### config.mk
export PLATFORM = sky130hd
export DESIGN_NAME = dcl_seed_queue
export DESIGN_NICKNAME = d
export VERILOG_FILES = /design/src/design/dcl_seed_queue.sv
export SDC_FILE = /design/constraint.sdc
export NUM_CORES = 1
export LEC_CHECK = 0
export BUFFER_PORTS_ARGS = -buffer_cell sky130_fd_sc_hd__buf_2
export CAP_MARGIN = 15
export CORE_MARGIN = 5
export CORE_UTILIZATION = 55
export CTS_CLUSTER_SIZE = 28
export DETAILED_ROUTE_END_ITERATION = 8
export PLACE_DENSITY = 0.81
export SLEW_MARGIN = 20
export SYNTH_ARGS = -nofsm -noshare
export SYNTH_HDL_FRONTEND = slang
export SYNTH_SLANG_ARGS = --single-unit
### constraint.sdc
create_clock -name aclk -period 2.85 [get_ports aclk]
set_clock_uncertainty 0.05 [all_clocks]
set_input_delay 0.855 -clock aclk [delete_from_list [all_inputs] [get_ports aclk]]
set_output_delay 0.855 -clock aclk [all_outputs]
set_load 0.005 [all_outputs]
### src/design/dcl_seed_queue.sv
// Seed FIFO of point indices for cluster growth, registered read.
// Standalone; no package needed.
module dcl_seed_queue #(
    parameter int DEPTH = 64,
    parameter int AW    = 6,
    parameter int CW    = 7
) (
    input  logic          aclk,
    input  logic          aresetn,
    input  logic          restart,
    input  logic          push,
    input  logic [AW-1:0] push_idx,
    input  logic          pop,
    output logic [AW-1:0] rd_idx,
    output logic          empty
);
    logic [AW-1:0] mem [DEPTH];
    logic [CW-1:0] head_reg, tail_reg;
    logic [AW-1:0] rd_idx_reg;

    assign empty  = (head_reg == tail_reg);
    assign rd_idx = rd_idx_reg;

    always_ff @(posedge aclk) begin
        if (!aresetn) begin
            head_reg <= '0;
            tail_reg <= '0;
        end else if (restart) begin
            head_reg <= '0;
            tail_reg <= '0;
        end else begin
            if (push) begin
                tail_reg <= tail_reg + CW'(1);
            end
            if (pop) begin
                head_reg <= head_reg + CW'(1);
            end
        end
    end

    always_ff @(posedge aclk) begin
        if (push) begin
            mem[tail_reg[AW-1:0]] <= push_idx;
        end
        if (pop) begin
            rd_idx_reg <= mem[head_reg[AW-1:0]];
        end
    end

endmodule

==> reports/results.txt <==
final slew viol count: 0
largest cells by area after synthesis: edfxtp_1, mux4_2, mux2i_1, nor2_1, dfxtp_1
number of flops mapped to enable cells by yosys: 390
Slew @ Worst Pin: 0.749 ns
final setup fails: 0
area of the die: 32700 sq um
Worst R2R Path Depth: 6
Critical Path RT: 1.95 ns
reg-to-reg setup timing slack: 0.29 ns
final worst slack: 0.127 ns
reg2reg start: head_reg[0]$_SDFFE_PP0P_
die width: 181 microns
switching share of power: 19.5%
f_max: 0.367 GHz
total power: 12.1 mW
num rows: 62
antenna cells: 0
Starting Density: 55.9%
via count: 8715
global-route wire length before repair: 54200 microns
CP startpoint kind: flop
area grow syn2layout: 15.0%
max reg flops: 384
DRC viols: 0
most common library cells after synthesis: edfxtp_1, nor2_1, mux4_2
FF+latch area: 12000 sq um
Gate Count Post-Synth: 863
Ys Warns: 0
largest net degree at the start of global routing: 65
final hold vios: 0
deepest clock path buffer count: 3
number of global-route vias before repair: 8545
Place WS: 0.110 ns
Final Cycle Share: 95.6%
Synth Cell Area: 16100 sq um
Worst Path Arrival: 1.82 ns
XOR/XNOR Fraction of Synth Area: 0.872%
clock sink count: 404
RSZ-0062 raised after global routing: false
CTS tree: done
Critical Path End Type: output port
power density cells: 654 nW/um^2
Reg clk slew, reported paths: 0.06 ns
#FFs+latches synth: 404
outcome: finished, final reports clean
Yosys cell types: 45
Seq pwr share: 54.0%
fillers: 1833
initial antenna violation count: 0
initial drt markers: 1191
critical path cell sequence: xor2_1, nor4_2, buf_2
GRT overflow: 0
slowest stage delay, CP: 0.57 ns
area leader, netlist: edfxtp_1
fin nets: 974
crit path from: tail_reg[3]$_SDFFE_PP0P_
Num CTS Buffers: 39
Clock power frac: 43.1%
Worst VDD drop: 0.382 mV
Multi-input gate area: 3780 sq um
count leader, synth: edfxtp_1
Routed WL per cell: 25.8 microns
Placeable Area: 28800 sq um
Leak: 5.84 nW
ys flop type: edfxtp_1
Pint: 9.74 mW
share of flip-flops with an asynchronous set or reset: 0%
Syn Area/Cell: 18.6 sq um
Crit Path Max Fanout: 12
combinational family with the most area after synthesis: multiplexers
Post-Synth Adder-Cell Area: 0.156%
final core utilization: 64.2%
layout cells sized above 1: 25.9%
Hold Crit Depth: 2
mux contribution to synthesized area: 13.8%
top cell type's share of synthesized area: 72.9%
CTS Root Cell: clkbuf_16
post-DR vias/cell: 6.34
drt pass-1 iters: 5
end point of the critical path: empty
Fin Setup TNS: 0 ns
compound-gate portion of the synthesized area: 2.97%
syn_nets: 876
placed wire-length estimate: 21900 microns
Detail Route Antenna Nets: 0
CP Class: reg -> out
total wire length: 35500 microns
register area share after synthesis: 74.6%
Port Buf Inserts: 17
Chip Height: 181 microns
slowest CP cell: dfxtp_1
gr usage total: 21.9%
Max Cap Viol: 0
crit path time final: 2.72 ns
Slew HR: 50.0%
worst skew pair latency: 0.53 ns
P_sw: 2.36 mW
combinational share of power: 2.9%
HP Class: reg -> reg
H-tree depth: 2
Final Wtd Congestion: 0.871
Simple-Gate Fraction of Synth Area: 5.72%
capture point of the worst reg-to-reg path: rd_idx[1]$_DFFE_PP_
Top-Level Pins: 18
cells by family (layout without fill, tap and decap cells):
kind of cell | count (synthesis) | in the layout
simple gates | 195 | 195
mux | 125 | 125
buf+inv | 57 | 185
compound gates | 64 | 64
flops | 404 | 404
fa+ha+maj | 2 | 2
xor+xnor | 16 | 16
worst max-delay path: cells and delay by family (launching register included):
kind / cells / cell delay (ns)
DFF: 1 / 0.57
and+or+nand+nor: 1 / 0.39
buffers and inverters: 1 / 0.19
xor gates and xnor gates: 1 / 0.14
final cells by class:
type	instances	share of cell area, %
well taps	384	2.60
flip-flops and latches	404	65.0
repair buffers	110	4.82
clock inverters	24	1.41
clock buffers	47	5.67
inverters	4	0.0812
multi-input cells	402	20.5
cells in the final DEF (no fill, tap or decap), types with 7 or more instances in the layout:
cell,Yosys,layout
nand2_1,29,29
edfxtp_1,390,390
nor2b_1,18,18
buf_4,5,84
mux2i_1,44,44
mux4_2,70,70
nor3_1,11,11
xor2_1,9,9
a221oi_1,12,12
buf_2,19,17
nor2_1,90,90
clkbuf_16,0,40
clkinv_1,0,8
buf_12,0,8
nand3_1,8,8
nand2b_1,9,9
o22ai_1,12,12
a211oi_1,18,18
dfxtp_1,14,8
xnor2_1,7,7
through the flow:
| step | hold slack, ns | std cells | instance area [sq um] |
|---|---|---|---|
| CTS | 0.474 | 1375 | 18500 |
| detailed placement | 0.456 | 1299 | 17100 |
| floorplan | 0.420 | 863 | 16100 |
| finish | 0.484 | 1375 | 18500 |
| global placement | 0.433 | 1299 | 17100 |
| global route | 0.502 | 1375 | 18500 |
routing by layer:
layer | wire length (microns) | global-route usage, % | vias up
li1 | - | - | 3658
met1 | 14000 | 31.7 | 4475
met2 | 17100 | 34.3 | 490
met3 | 3130 | 4.52 | 92
met4 | 1300 | 6.99 | 0
met5 | 0 | 0 | -
power groups by stage:
stage	registers, mW	clock network [mW]	logic (mW)
floorplan	6.66	0	0.160
global placement	6.67	0	0.324
detailed placement	6.67	0	0.331
CTS	6.53	5.27	0.354
global route	6.53	5.55	0.380
finish	6.53	5.21	0.355
worst min-delay path by stage:
stage,from,endpoint
final,tail_reg[6]$_SDFFE_PP0P_,tail_reg[6]$_SDFFE_PP0P_
after global routing,tail_reg[6]$_SDFFE_PP0P_,tail_reg[6]$_SDFFE_PP0P_
after CTS,tail_reg[6]$_SDFFE_PP0P_,tail_reg[6]$_SDFFE_PP0P_
after detailed placement,tail_reg[6]$_SDFFE_PP0P_,tail_reg[6]$_SDFFE_PP0P_
after global placement,tail_reg[6]$_SDFFE_PP0P_,tail_reg[6]$_SDFFE_PP0P_
after floorplan,tail_reg[6]$_SDFFE_PP0P_,tail_reg[6]$_SDFFE_PP0P_
what timing repair did:
item                                    CTS  global route
endpoints found under the setup margin    1             0
resized for setup                         5             0
hold buffers                              0             0
buffers inserted                          5             0
(Power assumes the default switching activity.)
