$ cat config.mk
export PLATFORM = sky130hd
export DESIGN_NAME = dcl_point_mem
export DESIGN_NICKNAME = d
export VERILOG_FILES = /design/src/design/dcl_point_mem.sv
export SDC_FILE = /design/constraint.sdc
export NUM_CORES = 2
export LEC_CHECK = 0
export BUFFER_PORTS_ARGS = -buffer_cell sky130_fd_sc_hd__buf_4
export CELL_PAD_IN_SITES_DETAIL_PLACEMENT = 0
export CELL_PAD_IN_SITES_GLOBAL_PLACEMENT = 2
export CORE_MARGIN = 5
export CORE_UTILIZATION = 48
export CTS_BUF_LIST = sky130_fd_sc_hd__clkbuf_8
export CTS_CLUSTER_SIZE = 12
export DETAILED_ROUTE_END_ITERATION = 7
export PLACE_DENSITY = 0.78
export RECOVER_POWER = 50
export SKIP_CTS_REPAIR_TIMING = 1
export SYNTH_ARGS = -nofsm -noshare
export SYNTH_HDL_FRONTEND = slang
export SYNTH_SLANG_ARGS = --single-unit
$ cat constraint.sdc
create_clock -name aclk -period 3.55 [get_ports aclk]
set_input_delay 0.355 -clock aclk [delete_from_list [all_inputs] [get_ports aclk]]
set_output_delay 0.355 -clock aclk [all_outputs]
set_load 0.1 [all_outputs]
$ cat src/design/dcl_point_mem.sv
// Point coordinate memory: one write port, one registered read port.
// Standalone; no package needed.
module dcl_point_mem #(
    parameter int W     = 32,
    parameter int DEPTH = 64,
    parameter int AW    = 6
) (
    input  logic          aclk,
    input  logic          wr_en,
    input  logic [AW-1:0] wr_addr,
    input  logic [W-1:0]  wr_data,
    input  logic [AW-1:0] rd_addr,
    output logic [W-1:0]  rd_data
);
    logic [W-1:0] mem [DEPTH];
    logic [W-1:0] rd_data_reg;

    assign rd_data = rd_data_reg;

    always_ff @(posedge aclk) begin
        if (wr_en) begin
            mem[wr_addr] <= wr_data;
        end
        rd_data_reg <= mem[rd_addr];
    end

endmodule

==> results.py <==
metrics = {
    "global_route": {
        "first_global_vias": 38764,
        "grt_antenna_before_repair": 12,
        "grt.total_usage_pct": 22.8,
        "grt_pass1_wl_mm": 282,
        "maximum_number_of_pins_on_one_net_before_global_route_repair": 65,
        "gr-total-overflow": 0,
    },
    "power": {
        "static-leakage-power_nw": 28.4,
        "internal-power_mw": 37.8,
        "p_seq_share_pct": 56.1,
        "power_switching_share_pct": 22.5,
        "worst_ir_drop_vdd_v": 0.000428,
        "netSwitchingPower_mw": 11.0,
        "p_comb_share_pct": 5.9,
        "clockPowerShare_pct": 37.9,
        "power_per_cell_area_nw_per_um2": 545,
    },
    "final_layout": {
        "post_layout_net_count": 3829,
        "final_cells": 6203,
        "area_growth_syn_to_layout_pct": 14.0,
        "post_route_cells_drive_above_1_share_pct": 30.7,
        "largest_register_ff_count": 2048,
    },
    "timing": {
        "totalNegativeSetupSlack_ns": 0,
        "unrepaired_setup_endpoints_after_global_routing": "false",
        "min_period_over_period_pct": 81.6,
        "drv_slew": 1979,
        "slew_hr_pct": -102,
        "period_minus_slack_ns": 2.90,
        "setup_viol": 0,
        "finalClockSkew_ns": 0.0525,
        "report.final.hold_viol_count": 0,
        "max_clock_freq_ghz": 0.345,
        "tightestPinTransition_ns": 3.03,
    },
    "clock_network": {
        "cts_buffers": 343,
        "clock_tree.buffer_depth": 4,
        "clk_pin_slew_ns": 0.06,
        "cts_tree": "yes",
        "root_buffer_cell": "sky130_fd_sc_hd__clkbuf_8",
        "cts_num_sinks": 2080,
        "clk-insertion-delay-late_ns": 0.99,
        "h-tree-depth": 5,
    },
    "route": {
        "routed-via-count": 37814,
        "drtAntennaViolNets": 0,
        "drt_drc_violations_left": 0,
        "drt-initial-drc-count": 4867,
        "drt_first_pass_iters": 5,
        "route.detailed.vias_per_inst": 6.10,
        "post_drt_wl_per_cell_microns": 31.7,
        "routed_wirelength_mm": 196,
    },
    "setup_path": {
        "timing.critical_path.arrival_ns": 3.54,
        "worstSetupPathType": "input port to flop",
        "worst_setup_path_start_kind": "input port",
        "critical_path_required_ns": 4.19,
        "worst-path-max-fanout": 23,
        "worst_setup_path_end_kind": "flop",
    },
    "yosys": {
        "yosys.area.top_type": "sky130_fd_sc_hd__edfxtp_1",
        "synth.yosys.warnings": 0,
        "synth.most_common_cell": "sky130_fd_sc_hd__edfxtp_1",
        "post_synth_instance_area_sq_um": 78500,
        "ys_types": 34,
        "syn-instance-count": 3324,
        "nets_in_the_synthesized_netlist": 3370,
        "synth_top_area_share_pct": 78.3,
        "synth_sequential_area_ratio_pct": 79.1,
        "synthArstFlopShare_pct": 0,
        "synthTopCellsByArea": "sky130_fd_sc_hd__edfxtp_1 (78%), sky130_fd_sc_hd__mux4_2 (16%), sky130_fd_sc_hd__mux2i_1 (1.2%)",
        "ys_top_cells_by_count": "sky130_fd_sc_hd__edfxtp_1 (2048), sky130_fd_sc_hd__mux4_2 (544), sky130_fd_sc_hd__nor2_1 (137), sky130_fd_sc_hd__mux2i_1 (93), sky130_fd_sc_hd__o22ai_1 (84)",
        "avgSynthCellArea_sq_um": 23.6,
        "synth_flop_cell": "sky130_fd_sc_hd__edfxtp_1",
        "edff_count_synth": 2048,
        "yosys_register_bits": 2080,
    },
    "floorplan": {
        "design.die.area_sq_um": 172000,
        "effective_utilization_at_floorplan_pct": 48.2,
        "io_pins": 78,
        "floorplan_die_width_microns": 414,
        "floorplan.core_area_sq_um": 163000,
        "die_height_microns": 414,
        "floorplan_row_count": 148,
    },
    "placement": {
        "place.gp.congestion": 0.768,
        "port_buffers": 77,
        "placed_cells": 5578,
        "hpwlAfterDp_mm": 107,
    },
    "flow_run": {
        "cap_violations": 32,
    },
    "outcome": {
        "failed_checks": "capacitance limit, slew limit",
        "outcome": "complete, but fails checks",
    },
    "hold_path": {
        "hold_path_class": "input port to flop",
    },
}
## kinds of logic (layout without fill, tap and decap cells)
logic type | count (synthesis) | count (layout) | synth area share [%]
other | 0 | 6 | 0
flip-flops | 2080 | 2080 | 79.1
multiplexers | 637 | 637 | 16.8
AO/OA/AOI/OAI | 202 | 202 | 1.67
buffers and inverters | 182 | 880 | 1.13
AND/OR/NAND/NOR | 223 | 223 | 1.27
## worst paths after layout
check                  start  slack, ns  cells after the start     endpoint
setup / recovery  wr_addr[2]       0.65                      6  mem[23][17]
hold / removal    wr_addr[1]       0.10                      3   mem[50][2]
setup reg to reg  mem[7][14]       1.33                      5  rd_data[14]
hold reg to reg   mem[28][4]       0.78                      4   rd_data[4]
## placed cells by master, fill, tap and decap left out, types with 7 or more instances in the layout
cell,instances
sky130_fd_sc_hd__clkbuf_1,33
sky130_fd_sc_hd__nor2_4,61
sky130_fd_sc_hd__edfxtp_1,2048
sky130_fd_sc_hd__clkinv_1,69
sky130_fd_sc_hd__nor2b_1,15
sky130_fd_sc_hd__nand2b_1,7
sky130_fd_sc_hd__a311oi_1,8
sky130_fd_sc_hd__dfxtp_1,32
sky130_fd_sc_hd__o221ai_1,27
sky130_fd_sc_hd__buf_4,179
sky130_fd_sc_hd__clkinv_2,27
sky130_fd_sc_hd__o22ai_1,84
sky130_fd_sc_hd__dlygate4sd3_1,35
sky130_fd_sc_hd__nand2_1,26
sky130_fd_sc_hd__nor2_1,76
sky130_fd_sc_hd__a22oi_1,12
sky130_fd_sc_hd__mux4_2,544
sky130_fd_sc_hd__inv_1,119
sky130_fd_sc_hd__clkbuf_8,360
sky130_fd_sc_hd__mux2i_1,93
sky130_fd_sc_hd__a21oi_1,62
sky130_fd_sc_hd__buf_12,42
## stage by stage
stage	power, mW	utilization [%]	hold slack (ns)	setup WS (ns)	instance area (sq um)
2_1_floorplan	29.5	-	0.454	0.0352	78500
3_3_place_gp	30.7	51.2	0.741	0.131	83300
3_5_place_dp	30.8	51.2	0.779	0.121	83300
4_1_cts	49.2	54.8	-0.211	1.01	89300
5_1_grt	50.6	55.0	0.0598	0.561	89500
6_report	48.8	55.0	0.104	0.655	89500
## power by group through the flow
stage	sequential, mW	combinational [mW]	clock (mW)
after floorplan	28.2	1.32	0
after global placement	27.8	2.89	0
after detailed placement	27.8	2.92	0
after CTS	27.3	2.93	18.9
after global routing	27.4	3.06	20.1
final	27.4	2.90	18.5
## critical path: stages
cell	delay, ns
sky130_fd_sc_hd__dlygate4sd3_1	0.57
sky130_fd_sc_hd__clkbuf_1	0.39
sky130_fd_sc_hd__nand4_1	0.14
sky130_fd_sc_hd__clkbuf_1	0.43
sky130_fd_sc_hd__nor2_1	1.27
sky130_fd_sc_hd__buf_12	0.34
## cell type report
cell class,count,area (sq um)
Antenna cell,6,15.0
Clock buffer,360,4950
Clock inverter,224,980
Fill cell,12108,73300
Multi-Input combinational cell,1062,16000
Sequential cell,2080,62100
Tap cell,2175,2720
Timing Repair Buffer,296,2730
## routing by layer
| metal | track usage (%) | vias up | routed length, microns |
|---|---|---|---|
| met4 | 5.58 | 6 | 4300 |
| met5 | 0 | - | 37 |
| met2 | 36.8 | 1846 | 96600 |
| met1 | 33.0 | 20411 | 79600 |
| li1 | - | 15234 | - |
| met3 | 4.00 | 317 | 15900 |
Note: power is estimated with default switching activity, not from simulation.
