## src/design/dcl_pkg.sv

```systemverilog
// Shared types and constants of the density cluster labeler.
// Used by the cell row, the controller top level and the port checker.
package dcl_pkg;

    localparam int DCL_MAX_POINTS = 64;
    localparam int DCL_COORD_BITS = 16;

    localparam int IN_COORD_W = 16;
    localparam int IDX_W      = 6;
    localparam int LBL_W      = 7;
    localparam int CNT_W      = 7;
    localparam int EPS_W      = 33;
    localparam int OP_W       = 2;
    localparam int CFG_IDX_W  = 8;

    localparam logic [OP_W-1:0] OP_LOAD  = 2'd0;
    localparam logic [OP_W-1:0] OP_RUN   = 2'd1;
    localparam logic [OP_W-1:0] OP_CLEAR = 2'd2;

    localparam logic [CFG_IDX_W-1:0] REG_EPS    = 8'd0;
    localparam logic [CFG_IDX_W-1:0] REG_MINPTS = 8'd1;

    localparam logic [LBL_W-1:0] LBL_NOISE = 7'd0;

    // query word handed from cell to cell
    typedef struct packed {
        logic             valid;
        logic             expand;
        logic [CNT_W-1:0] cnt;
        logic [LBL_W-1:0] id;
    } tok_t;

    // broadcast command from the controller to the cell row
    typedef struct packed {
        logic             load;
        logic             clr_pts;
        logic             clr_lbl;
        logic             set_lbl;
        logic             shift;
        logic [LBL_W-1:0] lbl;
    } cmd_t;

endpackage

```

## src/design/dcl_cell.sv

```systemverilog
// One point cell: holds a point and its label, checks the passing query word.
// Depends on dcl_pkg for the query word and command types.
module dcl_cell #(
    parameter int COORD_BITS = 16,
    parameter int AW         = 6,
    parameter int CELL_IDX   = 0
) (
    input  logic                          aclk,
    input  logic                          aresetn,
    input  dcl_pkg::cmd_t                 cmd,
    input  logic [AW-1:0]                 cmd_idx,
    input  logic signed [COORD_BITS-1:0]  cmd_x,
    input  logic signed [COORD_BITS-1:0]  cmd_y,
    input  logic [dcl_pkg::EPS_W-1:0]     eps,
    input  dcl_pkg::tok_t                 tok_in,
    input  logic signed [COORD_BITS-1:0]  qx_in,
    input  logic signed [COORD_BITS-1:0]  qy_in,
    output dcl_pkg::tok_t                 tok_out,
    output logic signed [COORD_BITS-1:0]  qx_out,
    output logic signed [COORD_BITS-1:0]  qy_out,
    input  logic [dcl_pkg::LBL_W-1:0]     lbl_in,
    output logic [dcl_pkg::LBL_W-1:0]     lbl_out,
    output logic                          unc_out,
    output logic                          push_out
);
    import dcl_pkg::*;

    localparam int DW = COORD_BITS + 1;
    localparam int PW = 2 * DW;
    localparam int SW = PW + 1;
    localparam int EW = (SW > EPS_W) ? SW : EPS_W;

    logic                         valid_reg;
    logic signed [COORD_BITS-1:0] x_reg, y_reg;
    logic [LBL_W-1:0]             lbl_reg;
    logic                         unc_reg;
    tok_t                         tok_reg;
    logic signed [COORD_BITS-1:0] qx_reg, qy_reg;
    logic [PW-1:0]                sx_reg, sy_reg;

    logic          hit;
    logic [DW-1:0] diff_x, diff_y, ad_x, ad_y;
    logic [SW-1:0] sum;
    logic          nb;

    assign hit    = (cmd_idx == AW'(CELL_IDX));
    assign diff_x = DW'({qx_in[COORD_BITS-1], qx_in} - {x_reg[COORD_BITS-1], x_reg});
    assign diff_y = DW'({qy_in[COORD_BITS-1], qy_in} - {y_reg[COORD_BITS-1], y_reg});
    assign ad_x   = diff_x[DW-1] ? (~diff_x + DW'(1)) : diff_x;
    assign ad_y   = diff_y[DW-1] ? (~diff_y + DW'(1)) : diff_y;
    assign sum    = SW'(sx_reg) + SW'(sy_reg);
    assign nb     = valid_reg && (EW'(sum) <= EW'(eps));

    always_comb begin
        tok_out = tok_reg;
        if (tok_reg.valid && !tok_reg.expand && nb) begin
            tok_out.cnt = tok_reg.cnt + CNT_W'(1);
        end
    end

    assign qx_out   = qx_reg;
    assign qy_out   = qy_reg;
    assign lbl_out  = lbl_reg;
    assign unc_out  = unc_reg;
    assign push_out = tok_reg.valid && tok_reg.expand && nb && unc_reg;

    always_ff @(posedge aclk) begin
        if (!aresetn) begin
            valid_reg     <= 1'b0;
            unc_reg       <= 1'b1;
            tok_reg.valid <= 1'b0;
        end else begin
            if (cmd.clr_pts) begin
                valid_reg <= 1'b0;
            end else if (cmd.load && hit) begin
                valid_reg <= 1'b1;
            end
            tok_reg.valid  <= tok_in.valid;
            tok_reg.expand <= tok_in.expand;
            tok_reg.cnt    <= tok_in.cnt;
            tok_reg.id     <= tok_in.id;
            if (cmd.clr_lbl) begin
                unc_reg <= 1'b1;
            end else if (cmd.set_lbl && hit) begin
                unc_reg <= 1'b0;
            end else if (push_out) begin
                unc_reg <= 1'b0;
            end
        end
    end

    always_ff @(posedge aclk) begin
        if (cmd.load && hit) begin
            x_reg <= cmd_x;
            y_reg <= cmd_y;
        end
        qx_reg         <= qx_in;
        qy_reg         <= qy_in;
        sx_reg         <= PW'(ad_x) * PW'(ad_x);
        sy_reg         <= PW'(ad_y) * PW'(ad_y);
        // noise reached by a cluster becomes a border point
        if (cmd.shift) begin
            lbl_reg <= lbl_in;
        end else if (cmd.set_lbl && hit) begin
            lbl_reg <= cmd.lbl;
        end else if (tok_reg.valid && tok_reg.expand && nb
                     && (unc_reg || lbl_reg == LBL_NOISE)) begin
            lbl_reg <= tok_reg.id;
        end
    end

endmodule

```

## config.mk

```make
export PLATFORM = sky130hd
export DESIGN_NAME = dcl_cell
export DESIGN_NICKNAME = d
export VERILOG_FILES = /design/src/design/dcl_pkg.sv /design/src/design/dcl_cell.sv
export SDC_FILE = /design/constraint.sdc
export NUM_CORES = 1
export LEC_CHECK = 0
export BUFFER_PORTS_ARGS = -buffer_cell sky130_fd_sc_hd__buf_2
export CORE_MARGIN = 2
export CORE_UTILIZATION = 35
export DETAILED_ROUTE_END_ITERATION = 8
export GPL_TIMING_DRIVEN = 0
export PLACE_DENSITY_LB_ADDON = 0.25
export SYNTH_ARGS = -nofsm -noshare
export SYNTH_HDL_FRONTEND = slang
export SYNTH_SLANG_ARGS = --single-unit
```

## constraint.sdc

```tcl
create_clock -name aclk -period 10.1 [get_ports aclk]
set_clock_uncertainty 0.05 [all_clocks]
set_input_delay 2.02 -clock aclk [delete_from_list [all_inputs] [get_ports aclk]]
set_output_delay 2.02 -clock aclk [all_outputs]
set_load 0.02 [all_outputs]
```

==> out/results.txt, run 1 <==
Worst hold path class = flip-flop to flip-flop
WHS = 452 ps
Port bufs = 196
Drt initial violations = 1090
Most frequent cells in the layout = inv_1, fa_1, ha_1, nand2_1, buf_2
Slowest CP cell = fa_1
Overflow after GRT = 0
Fraction of registers with async set/reset = 0
Crit. End Element = flip-flop
Buf+Inv Stages, Crit Path = 10
Crit Path Class = primary input to flip-flop
Register-to-Register Path Depth = 34
Hold Fails Final Rpt = 0
Yosys reg bits = 155
Hold Path Sink = valid_reg
Post-Syn Area = 24900 um2
Reg area = 3640 um2
Prevailing post-synth register cell = dfxtp_1
Gp weighted congestion = 0.880
Share of cells above drive strength 1 = 0.176
Worst skew pair latency = 490 ps
Number of vias per cell = 4.80
Total Wirelength = 61000 um
Initial core utilization = 0.355
Area occupied by multi-input gates = 19800 um2
Seq/Total Area, Yosys = 0.146
Wire length per cell = 15.2 um
Num rows = 97
Max-slew violation count = 0
Post-route DRC = 0
Clock-pin slew on the worst setup and hold paths = 70 ps
Fin crit period = 9990 ps
Req. time, crit path = 10420 ps
Cell repeated most along the worst path = fa_1
Total CTS buffers = 17
Min-delay src = valid_reg
Die Y = 271 um
Hold-fix buffers, CTS = 0
Cell variety after synth = 85
Highest clock rate = 100 MHz
Yosys Warn Count = 0
Root Buffer = clkbuf_16
Worst-margin pin slew = 1100 ps
Initial antenna violation count = 0
Worst EP arrival = 10310 ps
# fillers = 7063
Tcrit/Tclk final = 0.989
Synthesis-to-layout area growth = 19.4%
# H-tree levels = 4
All-Layer GR Usage = 0.169
Mapped Cells = 2745
Fin nets = 3898
Clock sink count = 155
Most common cell after layout, fill and taps aside = inv_1
CTS tree = built
CP max stage delay = 570 ps
Internal reg-to-reg setup slack = 1380 ps
Synthesized area per cell = 9.08 um2
DPL Wire Length = 50700 um
Die ar. = 73400 um2
CTS max path bufs = 2
# diodes = 0
Vias in the first global route = 19433
R2R Path End = sx_reg[31]
Largest net degree at the start of global routing = 32
Chip width = 271 um
Levels on crit path = 36
Vias = 19297
Max_cap viols = 0
Nature of the critical path startpoint = primary input
Post-synth EDFFs = 54
Drt pass-1 iters = 6
# IOs = 197
RSZ-0062 raised after global routing = yes
Hold path cells = 2
Core area = 70300 um2
Worst Path Max Fanout = 5
Top delay family on crit path = adder cells
Antenna viol nets, final = 0
Final-report setup violation count = 0
Worst relative slew slack = 0.264
First-pass GRT wire length = 97500 um
Reg2reg start = x_reg[0]
Outcome = finished clean
## repair_timing
action,CTS,global route
endpoints found under the setup margin,37,25
pin swaps,58,105
gates cloned,0,0
setup buffers,37,51
gates resized for setup,162,139
## per-stage QoR
stage | std cells | cell area [um2] | utilization | TNS (ps) | setup WS (ps)
global route | 4017 | 29800 | 0.424 | -374 | -138
CTS | 3972 | 28800 | 0.410 | -3.87 | -3.87
global placement | 3903 | 27200 | 0.387 | -54400 | -2240
finish | 4017 | 29800 | 0.424 | 0 | 108
detailed placement | 3904 | 27200 | 0.387 | -53200 | -2240
floorplan | 2767 | 25000 | - | 0 | 0.946
## how the worst max path moves through the flow
| stage | from | endpoint | slack (ps) |
|---|---|---|---|
| after detailed placement | qy_in[0] | sy_reg[33] | -2240 |
| final | qx_in[0] | sx_reg[31] | 110 |
| after floorplan | qx_in[0] | sx_reg[31] | 0.9 |
| after global placement | qy_in[0] | sy_reg[33] | -2240 |
| after CTS | qy_in[0] | sy_reg[33] | -4 |
| after global routing | qx_in[0] | sx_reg[31] | -140 |
## final cells by class
| type | instances | share of cell area |
|---|---|---|
| clock inverters | 15 | 0.00567 |
| flip-flops and latches | 155 | 0.122 |
| multi-input cells | 1910 | 0.665 |
| repair buffers | 284 | 0.0580 |
| plain buffers | 52 | 0.0130 |
| inverters | 644 | 0.0819 |
| well taps | 940 | 0.0395 |
| clock buffers | 17 | 0.0143 |
## synth_stat cells, types with 5 or more instances
| cell type | count | area share |
|---|---|---|
| or3_1 | 11 | 0.0028 |
| a211o_1 | 6 | 0.0021 |
| a21boi_0 | 8 | 0.0024 |
| nand2_1 | 228 | 0.034 |
| o221ai_1 | 6 | 0.0021 |
| buf_4 | 9 | 0.0027 |
| mux2i_1 | 8 | 0.0032 |
| xor2_1 | 46 | 0.016 |
| nand2b_1 | 25 | 0.0063 |
| inv_1 | 635 | 0.096 |
| nand3_1 | 29 | 0.0058 |
| o21bai_1 | 8 | 0.0024 |
| dfxtp_1 | 101 | 0.081 |
| o21a_1 | 29 | 0.0087 |
| and2_1 | 16 | 0.0040 |
| nor4_1 | 6 | 0.0015 |
| ha_1 | 310 | 0.16 |
| clkbuf_1 | 38 | 0.0057 |
| o31ai_1 | 6 | 0.0018 |
| a21o_1 | 61 | 0.018 |
| o21ai_0 | 72 | 0.014 |
| edfxtp_1 | 54 | 0.065 |
| a31oi_1 | 8 | 0.0020 |
| clkinv_1 | 5 | 0.00075 |
| and3_1 | 22 | 0.0055 |
| nor2b_1 | 17 | 0.0043 |
| a21oi_1 | 109 | 0.022 |
| a211oi_1 | 14 | 0.0042 |
| fa_1 | 384 | 0.31 |
| nand4_1 | 21 | 0.0053 |
| nor2_1 | 200 | 0.030 |
| buf_2 | 9 | 0.0018 |
| o211ai_1 | 9 | 0.0027 |
| nor3_1 | 25 | 0.0050 |
| xnor2_1 | 104 | 0.037 |
## layer usage
metal	GRT usage	up-vias	wire (um)
met3	0.0371	43	4250
li1	-	9314	-
met4	0.0381	0	741
met2	0.274	487	28600
met1	0.229	9453	27400
met5	0	-	0
## cells by family (layout without fill, tap and decap cells)
| family | after synthesis | count (layout) | share of synthesized area |
|---|---|---|---|
| compound gates | 396 | 396 | 0.107 |
| xor+xnor | 151 | 151 | 0.0533 |
| fa+ha+maj | 694 | 694 | 0.464 |
| buf+inv | 702 | 1012 | 0.108 |
| flops | 155 | 155 | 0.146 |
| mux | 9 | 9 | 0.00366 |
| other cells | 2 | 24 | 0.000301 |
| simple gates | 636 | 636 | 0.118 |
## tightest hold or removal path, cell delays in order, from the launching register on
cell and delay (ps):
dfxtp_1 310, nor2_1 100, nor3b_1 50
Power of run 1 is not shown: default switching activity piles up to over one toggle a cycle in this logic, so the estimate is an artifact.
==> run 2, diff against run 1 <==
TNS_END_PERCENT = 5   (was unset)
clock period = 11.5 ns   (was 10.1 ns; I/O delays follow)
==> run 2 against run 1 <==
Against the previous run: clock-buffer cell count unchanged; setup slack improved by 220 ps; routed wire length shrank 3.2%; flip-flop and latch count unchanged; via count is 2.3% lower; critical path type unchanged; die area unchanged; largest cell class unchanged; non-clock buffer count is 78 lower; sequential share of layout area increased by 0.71 points.
==> out/results.txt, run 2 (synthesized netlist as in run 1, its figures left out) <==
First-pass GRT wire length = 96700 um (-0.85%)
Register-to-Register Path Depth = 32 (-5.9%)
Initial core utilization = 0.355 (unchanged)
Number of vias per cell = 4.78 (-0.43%)
Num rows = 97 (unchanged)
Worst-margin pin slew = 1140 ps (+41.1 ps)
Worst relative slew slack = 0.235 (-0.0292)
Fin nets = 3820 (-2.0%)
Outcome = finished clean
Most common cell after layout, fill and taps aside = inv_1
Tcrit/Tclk final = 0.971
Hold Fails Final Rpt = 0 (unchanged)
Fin crit period = 11170 ps
Drt initial violations = 1071 (-1.7%)
Antenna viol nets, final = 0 (unchanged)
CP max stage delay = 650 ps (+80 ps)
Vias = 18846 (-2.3%)
Port bufs = 196 (unchanged)
Worst skew pair latency = 480 ps (about the same)
Die ar. = 73400 um2 (unchanged)
Drt pass-1 iters = 5 (-1)
CTS tree = built
Gp weighted congestion = 0.868 (-1.4%)
Worst EP arrival = 11490 ps (+1180 ps)
Hold Path Sink = unc_out
Initial antenna violation count = 0 (unchanged)
Die Y = 271 um (unchanged)
Final-report setup violation count = 0 (unchanged)
Worst Path Max Fanout = 10 (+5)
Clock-pin slew on the worst setup and hold paths = 80 ps (about the same)
R2R Path End = sy_reg[33]
Clock sink count = 155 (unchanged)
Cell repeated most along the worst path = fa_1
Hold path cells = 2 (unchanged)
Chip width = 271 um (unchanged)
# IOs = 197 (unchanged)
CTS max path bufs = 2 (unchanged)
Overflow after GRT = 0 (unchanged)
Min-delay src = unc_out
Crit. End Element = flip-flop
Share of cells above drive strength 1 = 0.110 (-0.0661)
Synthesis-to-layout area growth = 12.9%
Wire length per cell = 15.0 um (-1.3%)
Root Buffer = clkbuf_16
Post-route DRC = 0 (unchanged)
Total CTS buffers = 17 (unchanged)
Req. time, crit path = 11820 ps (+1400 ps)
Most frequent cells in the layout = inv_1, fa_1, ha_1, nand2_1, buf_2
Crit Path Class = primary input to flip-flop
Max-slew violation count = 0 (unchanged)
Largest net degree at the start of global routing = 31 (-3.1%)
Slowest CP cell = or4_1
Internal reg-to-reg setup slack = 1910 ps (+530 ps)
Core area = 70300 um2 (unchanged)
Nature of the critical path startpoint = primary input
Placed cells = 3904 (unchanged)
Buf+Inv Stages, Crit Path = 7 (-3)
DPL Wire Length = 50700 um (+0.11%)
Final cell count without fillers = 3940 (-1.9%)
Top delay family on crit path = adder cells
All-Layer GR Usage = 0.166 (-0.00219)
Worst hold path class = flip-flop to flip-flop
Highest clock rate = 89.5 MHz
# H-tree levels = 4 (unchanged)
Max_cap viols = 0 (unchanged)
Reg2reg start = y_reg[0]
Vias in the first global route = 19002 (-2.2%)
Total Wirelength = 59000 um (-3.2%)
## run 2: worst max-delay path by stage
stage	startpoint	to	slack, ps	cells after the start
after global placement	qy_in[0]	sy_reg[33]	-1140	32
after floorplan	qy_in[0]	sy_reg[33]	960	33
after global routing	qy_in[0]	sy_reg[30]	-10	35
after detailed placement	qy_in[0]	sy_reg[33]	-1090	32
final	qy_in[0]	sy_reg[33]	330	34
after CTS	qy_in[0]	sy_reg[33]	-80	32
## run 2: timing repair
action	in CTS	in global routing
endpoints found under the hold margin	0	0
endpoints found under the setup margin	10	16
hold buffers	0	0
pin swaps	0	1
setup buffers	0	6
gates resized for setup	8	59
## run 2: layout make-up
class                      instances  area [um2]
antenna                            1        2.50
buffer                            55         278
clock buffer                      17         425
clock inverter                    15         195
fill                            7082       42100
inverter                         644        2430
multi-input combinational       1910       18900
sequential                       155        3640
tap                              940        1180
timing repair buffer             203        1060
## run 2: metrics by stage
step                hold slack, ps  setup slack (ps)  setup TNS (ps)  area (um2)   util
finish                         447               329               0       28100  0.401
global route                   506             -10.1           -10.1       28100  0.400
CTS                            439             -80.0           -80.0       27900  0.397
detailed placement             428             -1090          -11110       27200  0.387
global placement               426             -1140          -11660       27200  0.387
floorplan                      423               958               0       25000      -
## run 2: per-layer routing
| layer | track usage | part of all wire | vias up |
|---|---|---|---|
| met5 | 0 | 0 | - |
| met4 | 0.0339 | 0.0098 | 0 |
| met3 | 0.0280 | 0.065 | 34 |
| met2 | 0.270 | 0.46 | 460 |
| met1 | 0.233 | 0.46 | 9187 |
| li1 | - | - | 9165 |
## run 2: worst register-to-register path: cells and delay by family (launching register included)
kind | cells | cell delay, ps
adder cells (fa/ha/maj) | 9 | 3970
AO/OA/AOI/OAI | 11 | 2810
AND/OR/NAND/NOR | 5 | 1500
buffers and inverters | 5 | 470
flip-flops | 1 | 370
XOR/XNOR | 2 | 270
Power of run 2 is left out for the same reason.
==> run 3, diff against run 2 <==
CORE_UTILIZATION = 52   (was 35)
clock period = 14.5 ns   (was 11.5 ns; I/O delays follow)
==> run 3 against run 2 <==
Against the previous run: flip-flop and latch count stayed put; critical path depth up 2; die area shrank 32%; sequential share of layout area rose by 0.35 points; register-to-register slack improved by 2000 ps; critical path type unchanged; cell area down 2.6%; critical endpoint is now sy_reg[30].
==> out/results.txt, run 3 (synthesized netlist as in run 1, its figures left out) <==
# H-tree levels = 4 (unchanged)
Gp weighted congestion = 0.940 (+8.3%)
Post_cts resized = 0 (-8)
Port bufs = 196 (unchanged)
Largest net degree at the start of global routing = 34 (+9.7%)
Total Wirelength = 58900 um (-0.25%)
Num rows = 80 (-18%)
Synthesis-to-layout area growth = 9.95%
DPL Wire Length = 50900 um (+0.27%)
Worst EP arrival = 13090 ps (+1600 ps)
Max_cap viols = 0 (unchanged)
Die Y = 223 um (-18%)
Worst-margin pin slew = 1430 ps (+294 ps)
Clock-pin slew on the worst setup and hold paths = 60 ps (-20 ps)
Most common cell after layout, fill and taps aside = inv_1
Final-report setup violation count = 0 (unchanged)
CP max stage delay = 630 ps (-20 ps)
Worst hold path class = flip-flop to flip-flop
Worst skew pair latency = 480 ps (about the same)
Vias in the first global route = 19981 (+5.2%)
Number of vias per cell = 5.33 (+11%)
Fin nets = 3817 (-0.079%)
Slowest CP cell = a2111oi_1
Drt initial violations = 1037 (-3.2%)
All-Layer GR Usage = 0.245 (+0.0786)
Setup_tns = 0 ps (unchanged)
Worst Path Max Fanout = 10 (unchanged)
Crit. End Element = flip-flop
Crit Path Class = primary input to flip-flop
Drt pass-1 iters = 6 (+1)
Most frequent cells in the layout = inv_1, fa_1, ha_1, nand2_1, buf_2
Vias = 19230 (+2.0%)
Highest clock rate = 78.2 MHz
# diodes = 0 (-1)
CTS max path bufs = 2 (unchanged)
First-pass GRT wire length = 96300 um (-0.35%)
Req. time, crit path = 14800 ps (+2980 ps)
CTS tree = built
RSZ-0062 raised after global routing = no
Post-route DRC = 0 (unchanged)
Initial antenna violation count = 0 (unchanged)
Post-CTS Setup Inserts = 0 (unchanged)
Fin crit period = 12790 ps
# fillers = 4291 (-39%)
Initial core utilization = 0.524 (+0.170)
Overflow after GRT = 0 (unchanged)
Chip width = 223 um (-18%)
Antenna viol nets, final = 0 (unchanged)
Root Buffer = clkbuf_16
Hold-fix buffers, CTS = 0 (unchanged)
Wire length per cell = 16.3 um (+8.8%)
Share of cells above drive strength 1 = 0.0928 (-0.0176)
Clock sink count = 155 (unchanged)
Max-slew violation count = 0 (unchanged)
Total CTS buffers = 17 (unchanged)
Nature of the critical path startpoint = primary input
Die ar. = 49700 um2 (-32%)
Hold Fails Final Rpt = 0 (unchanged)
Outcome = finished clean
Core area = 47500 um2 (-32%)
Tcrit/Tclk final = 0.882
Worst relative slew slack = 0.0392 (-0.196)
# IOs = 197 (unchanged)
run 3: cell count changes in the layout (fill, tap and decap cells not counted), moves of 4 or more:
cell,before,now
xnor2_1,93,104
xor2_2,7,1
clkbuf_1,24,39
xor2_1,39,46
xnor2_4,4,0
xnor2_2,7,0
clkbuf_2,10,0
buf_4,14,9
run 3: final timing paths:
kind                            startpoint         end  slack (ps)  cells past startpoint
worst min register to register     unc_out     unc_out         450                      2
worst max-delay path              qy_in[0]  sy_reg[30]        1710                     36
worst min-delay path               unc_out     unc_out         450                      2
worst max register to register    y_reg[0]  sy_reg[30]        3900                     34
run 3: routing by layer:
metal,share of wire,track usage,up-vias
met5,0,0,-
li1,-,-,9152
met1,0.44,0.323,9398
met4,0.023,0.0714,0
met2,0.47,0.407,596
met3,0.072,0.0523,84
run 3: cell type report:
class | count | area [um2] | share of cell area
multi-input combinational | 1910 | 18700 | 0.682
sequential | 155 | 3640 | 0.133
inverter | 644 | 2420 | 0.0882
timing repair buffer | 197 | 1000 | 0.0365
tap | 615 | 769 | 0.0281
clock buffer | 18 | 429 | 0.0157
buffer | 58 | 270 | 0.00986
clock inverter | 14 | 198 | 0.00721
run 3: through the flow:
| step | setup WS, ps | instances | hold slack [ps] | area (um2) | utilization |
|---|---|---|---|---|---|
| after floorplan | 3360 | 2767 | 423 | 25000 | - |
| after global placement | 1520 | 3578 | 422 | 26800 | 0.563 |
| after detailed placement | 1470 | 3579 | 445 | 26800 | 0.563 |
| after CTS | 1920 | 3611 | 453 | 27400 | 0.577 |
| after global routing | 1230 | 3611 | 496 | 27400 | 0.577 |
| final | 1710 | 3611 | 453 | 27400 | 0.577 |
run 3: worst max-delay path: cells and delay by family:
| family | cells | cell delay, ps |
|---|---|---|
| xor gates and xnor gates | 2 | 710 |
| AOI/OAI and AO/OA | 8 | 3010 |
| buffers and inverters | 9 | 1180 |
| and+or+nand+nor | 8 | 1250 |
| adders and majority gates | 9 | 4030 |
Power of run 3 is left out for the same reason.
